$ cat config.mk
export PLATFORM = sky130hd
export DESIGN_NAME = hbp_ctrl
export DESIGN_NICKNAME = d
export VERILOG_FILES = /design/src/rtl/core/hbp_pkg.sv /design/src/rtl/core/hbp_ctrl.sv
export SDC_FILE = /design/constraint.sdc
export NUM_CORES = 1
export LEC_CHECK = 0
export BUFFER_PORTS_ARGS = -buffer_cell sky130_fd_sc_hd__buf_2
export CORE_AREA = 2 2 39 41
export DETAILED_ROUTE_END_ITERATION = 7
export DIE_AREA = 0 0 41 43
export SETUP_SLACK_MARGIN = 0.3
export SLEW_MARGIN = 10
export SYNTH_ARGS = -nofsm -noshare
export SYNTH_HDL_FRONTEND = slang
export SYNTH_SLANG_ARGS = --single-unit
$ cat constraint.sdc
create_clock -name clock -period 0.98 [get_ports clock]
set_clock_uncertainty 0.1 [all_clocks]
set_input_delay 0.098 -clock clock [delete_from_list [all_inputs] [get_ports clock]]
set_output_delay 0.098 -clock clock [all_outputs]
set_load 0.005 [all_outputs]
$ cat src/rtl/core/hbp_pkg.sv
// Shared types and constants for the variable-length code bit packer.
// Used by hbp_ctrl, hbp_datapath and huffman_bit_packer_unit; depends on nothing.
`default_nettype none

package hbp_pkg;

   localparam int MAX_CODE_LEN = 32;
   localparam int SYMBOL_COUNT = 256;

   localparam int CMD_W       = 2;
   localparam int SYMBOL_W    = 8;
   localparam int CODE_W      = 32;
   localparam int CODE_LEN_W  = 6;
   localparam int BYTE_W      = 8;
   localparam int FILL_W      = 3;
   localparam int REQ_FIELD_W = SYMBOL_W + CODE_W + CODE_LEN_W;
   localparam int REQ_TDATA_W = ((REQ_FIELD_W + 7) / 8) * 8;

   typedef enum logic [CMD_W-1:0] {
      CMD_LOAD   = 2'd0,
      CMD_ENCODE = 2'd1,
      CMD_FLUSH  = 2'd2
   } cmd_type;

   typedef enum logic [1:0] {
      S_IDLE,
      S_LOOKUP,
      S_EMIT
   } state_type;

   typedef struct packed {
      logic mem_wr;
      logic build;
      logic flush_start;
      logic emit;
   } ctrl_cmd_type;

   typedef struct packed {
      logic sym_ok;
      logic fill_nz;
      logic count_zero;
      logic rsp_valid;
   } dp_status_type;

endpackage

`default_nettype wire

$ cat src/rtl/core/hbp_ctrl.sv
// Controller state machine of the bit packer: accepts requests and sequences the datapath.
// Depends on hbp_pkg for the state, command and status types.
`default_nettype none

module hbp_ctrl (
   input  wire                       clock,
   input  wire                       reset,
   input  wire                       req_tvalid,
   output logic                      req_tready,
   input  wire  [hbp_pkg::CMD_W-1:0] req_cmd,
   input  wire                       rsp_tready,
   input  wire  hbp_pkg::dp_status_type status,
   output hbp_pkg::ctrl_cmd_type     cmd
);

   hbp_pkg::state_type state_ff;
   hbp_pkg::state_type state_in;
   hbp_pkg::cmd_type   req_kind;

   assign req_kind = hbp_pkg::cmd_type'(req_cmd);

   always_ff @(posedge clock) begin
      if (reset) begin
         state_ff <= hbp_pkg::S_IDLE;
      end else begin
         state_ff <= state_in;
      end
   end

   always_comb begin
      state_in        = state_ff;
      req_tready      = 1'b0;
      cmd.mem_wr      = 1'b0;
      cmd.build       = 1'b0;
      cmd.flush_start = 1'b0;
      cmd.emit        = 1'b0;
      unique case (state_ff)
         hbp_pkg::S_IDLE: begin
            req_tready = 1'b1;
            if (req_tvalid) begin
               unique case (req_kind)
                  hbp_pkg::CMD_LOAD: begin
                     cmd.mem_wr = status.sym_ok;
                  end
                  hbp_pkg::CMD_ENCODE: begin
                     if (status.sym_ok) begin
                        state_in = hbp_pkg::S_LOOKUP;
                     end
                  end
                  hbp_pkg::CMD_FLUSH: begin
                     if (status.fill_nz) begin
                        cmd.flush_start = 1'b1;
                        state_in        = hbp_pkg::S_EMIT;
                     end
                  end
                  default: begin
                  end
               endcase
            end
         end
         hbp_pkg::S_LOOKUP: begin
            cmd.build = 1'b1;
            state_in  = hbp_pkg::S_EMIT;
         end
         hbp_pkg::S_EMIT: begin
            if (status.count_zero) begin
               state_in = hbp_pkg::S_IDLE;
            end else begin
               cmd.emit = !status.rsp_valid || rsp_tready;
            end
         end
         default: begin
            state_in = hbp_pkg::S_IDLE;
         end
      endcase
   end

   // A code is only merged on the cycle after an encode request was taken.
   a_build_after_encode: assert property (@(posedge clock) disable iff (reset)
      cmd.build |-> $past(req_tvalid && req_tready && req_kind == hbp_pkg::CMD_ENCODE))
      else $error("code merge without a preceding encode request");

   // No request is taken while bytes are still being produced.
   a_no_accept_busy: assert property (@(posedge clock) disable iff (reset)
      (state_ff != hbp_pkg::S_IDLE) |-> !req_tready)
      else $error("request taken while busy");

   a_emit_in_emit_state: assert property (@(posedge clock) disable iff (reset)
      cmd.emit |-> (state_ff == hbp_pkg::S_EMIT))
      else $error("byte emitted outside the emit state");

endmodule

`default_nettype wire

==> run summary <==
Status: complete, but fails checks
Failing checks: hold timing, setup timing
Worst reg2reg path depth: 5
Critical path cell sequence: nor2_4 > nand4b_1 > nor2_1 > buf_2
Slew margin rel.: 91.3%
Final hold vios: 2
Die height: 43 um
Power, Total: 0.327 mW
Largest net degree at the start of global routing: 5
Max Cap Viol: 0
DRC errors left: 0
CP max FO: 3
Max FFs per register: 2
DRT antenna net count: 0
Most flops, register: state_ff
CTS sink cnt: 2
#FFs+latches synth: 2
Top Family by Delay on Critical Path: simple AND/OR/NAND/NOR gates
First-pass GRT wire length: 593 um
Synth area leader: dfxtp_1
Biggest cell delay along the critical path: 320 ps
# IOs: 15
CP Launch Point: state_ff[1]
Synthesized area per cell: 7.73 sq um
Period utilization: 124%
Worst Setup EP: cmd[3]
N_diodes: 0
Power Dens Cells: 1150 nW/um^2
Core Box Area: 1380 sq um
Antenna violations before repair: 0
Placed Area: 240 sq um
Post-Route WL: 421 um
Peak supply drop: 0.209 mV
Slew Viols, Final: 0
Main area contributors after synthesis: dfxtp_1, nor3b_2, nor2_1
Mapped Cells: 17
RSZ-0062 raised after global routing: true
F_max: 825 MHz
Register area share after synthesis: 30.5%
Initial core utilization: 9.49%
Routability cong.: 0.489
Post-Syn Nets: 27
CTS tree: built
Layout cells sized above 1: 70.3%
# fillers: 159
WP buf/inv: 1
# setup viols final: 5
Clock transition at path regs: 30 ps
Least-Margin Pin Slew: 130 ps
DR vias/cell: 3.66
Worst r2r src: state_ff[1]
Initial DRC Count: 4
R2r setup slk: -160 ps
Compound-cell area share of the yosys netlist: 13.3%
Post-synth cell types: 12
Total GRT Usage: 5.71%
Cts bufs inserted: 3
Total gr overflow: 0
Pre-antenna DRT Iters: 4
H-tree levels: 1
Crit path depth: 4
Regs by FF count: state_ff (2)
Largest family of logic cells by synthesized area: simple AND/OR/NAND/NOR gates
Vias in the first global route: 169
Critical path class: reg -> out
Post-synthesis simple-gate area fraction: 53.3%
Post-Synth XOR/XNOR Area: 0%
Mapped cell area: 131 sq um
Final core utilization: 20.5%
Worst setup margin: -233 ps
CP startpoint kind: flip-flop
HPWL after detailed placement: 337 um
Row count: 14
Clock Latency Late Sink: 230 ps
Die Width: 41 um
WL/cell: 7.94 um
Critical path arrival: 1010 ps
Tmin final: 1210 ps
Clk buf depth: 2
Yosys Warn Count: 0
Area delta synth->final: 116%
CP endpoint kind: output pin
Worst path required time: 780 ps
FF-to-FF End: state_ff[0]
IO Port Bufs: 14
Design Area, Final: 284 sq um
Worst hold slack: -52.1 ps
Die ar.: 1760 sq um
Synth top area share: 30.5%
Worst path slowest cell: dfxtp_2
Mux cell area share after synthesis: 0%
Post-Synth Adder-Cell Area: 0%
Leak pwr: 0.146 nW
CTS Root Cell: clkbuf_4
Worst Hold Class: in -> reg
Final #Nets: 49
Vias: 194
-- cell type report --
cell class              instances  area (sq um)  share of cell area (%)
repair buffers                 17          96.3                    33.9
clock buffers                   3          22.5                    7.93
well taps                      16          20.0                    7.05
multi-input cells              14          98.8                    34.8
inverters                       1          3.75                    1.32
flip-flops and latches          2          42.5                    15.0
-- layer usage --
metal	up-vias	wire length, um	share of wire, %	track usage, %
met4	0	15	3.6	8.00
met3	2	75	18	4.71
li1	99	-	-	-
met1	79	146	35	3.51
met2	14	183	43	7.81
met5	-	0	0	0
-- report_power, final --
| part | switching (mW) | total, mW | internal, mW |
|---|---|---|---|
| sequential | 0.00234 | 0.0871 | 0.0847 |
| clock | 0.0491 | 0.184 | 0.135 |
| combinational | 0.0222 | 0.0555 | 0.0333 |
| total | 0.0736 | 0.327 | 0.253 |
-- worst register-to-register path: stages, from the launching register on --
cell and delay [ps]:
dfxtp_2 320, nor2_4 110, nand4b_1 140, buf_4 170
buf_6 100, nor3b_2 130
-- metrics by stage --
stage	setup WS, ps	TNS, ps	cells
5_1_grt	-285	-1170	53
3_5_place_dp	-26.5	-26.5	48
6_report	-233	-801	53
4_1_cts	-253	-857	53
2_1_floorplan	74.3	0	17
3_3_place_gp	-31.4	-31.4	48
-- synthesized netlist by cell type --
master,count
nor2b_1,1
a21oi_1,2
nand2_1,2
inv_1,1
nor2_1,3
o21bai_1,1
nor3b_2,1
nand3b_1,1
and4b_1,1
nor2_2,1
dfxtp_1,2
nand4b_1,1
-- cells by family after synthesis --
| logic type | count (synthesis) |
|---|---|
| AND/OR/NAND/NOR | 11 |
| AO/OA/AOI/OAI | 3 |
| flip-flops | 2 |
| buffers and inverters | 1 |
-- cell usage in the layout (no fill, tap or decap) --
| cell type | n |
|---|---|
| buf_2 | 14 |
| nor2_1 | 3 |
| clkbuf_4 | 3 |
| buf_4 | 2 |
| dfxtp_2 | 2 |
| nor2b_1 | 1 |
| nor2_4 | 1 |
| nand4b_1 | 1 |
| nand2_1 | 1 |
| nand3b_1 | 1 |
| inv_1 | 1 |
| nand2_2 | 1 |
| a21oi_2 | 1 |
| and4b_1 | 1 |
| o21bai_1 | 1 |
| a21oi_1 | 1 |
| nor3b_2 | 1 |
| buf_6 | 1 |
-- how the worst min path moves through the flow --
stage                from          end  slack, ps  cells past startpoint
global placement    reset  state_ff[1]        180                      2
global route        reset  state_ff[0]        -50                      2
floorplan           reset  state_ff[1]         60                      1
finish              reset  state_ff[1]        -50                      2
detailed placement  reset  state_ff[1]        180                      2
CTS                 reset  state_ff[1]        -60                      2
-- repair_timing --
| item | in CTS | in global routing |
|---|---|---|
| pin swaps | 3 | 3 |
| setup buffers | 2 | 0 |
| resized for setup | 2 | 0 |
| endpoints found under the setup margin | 7 | 7 |
| endpoints found under the hold margin | 2 | 2 |
Power figures use the tool's default switching activity.
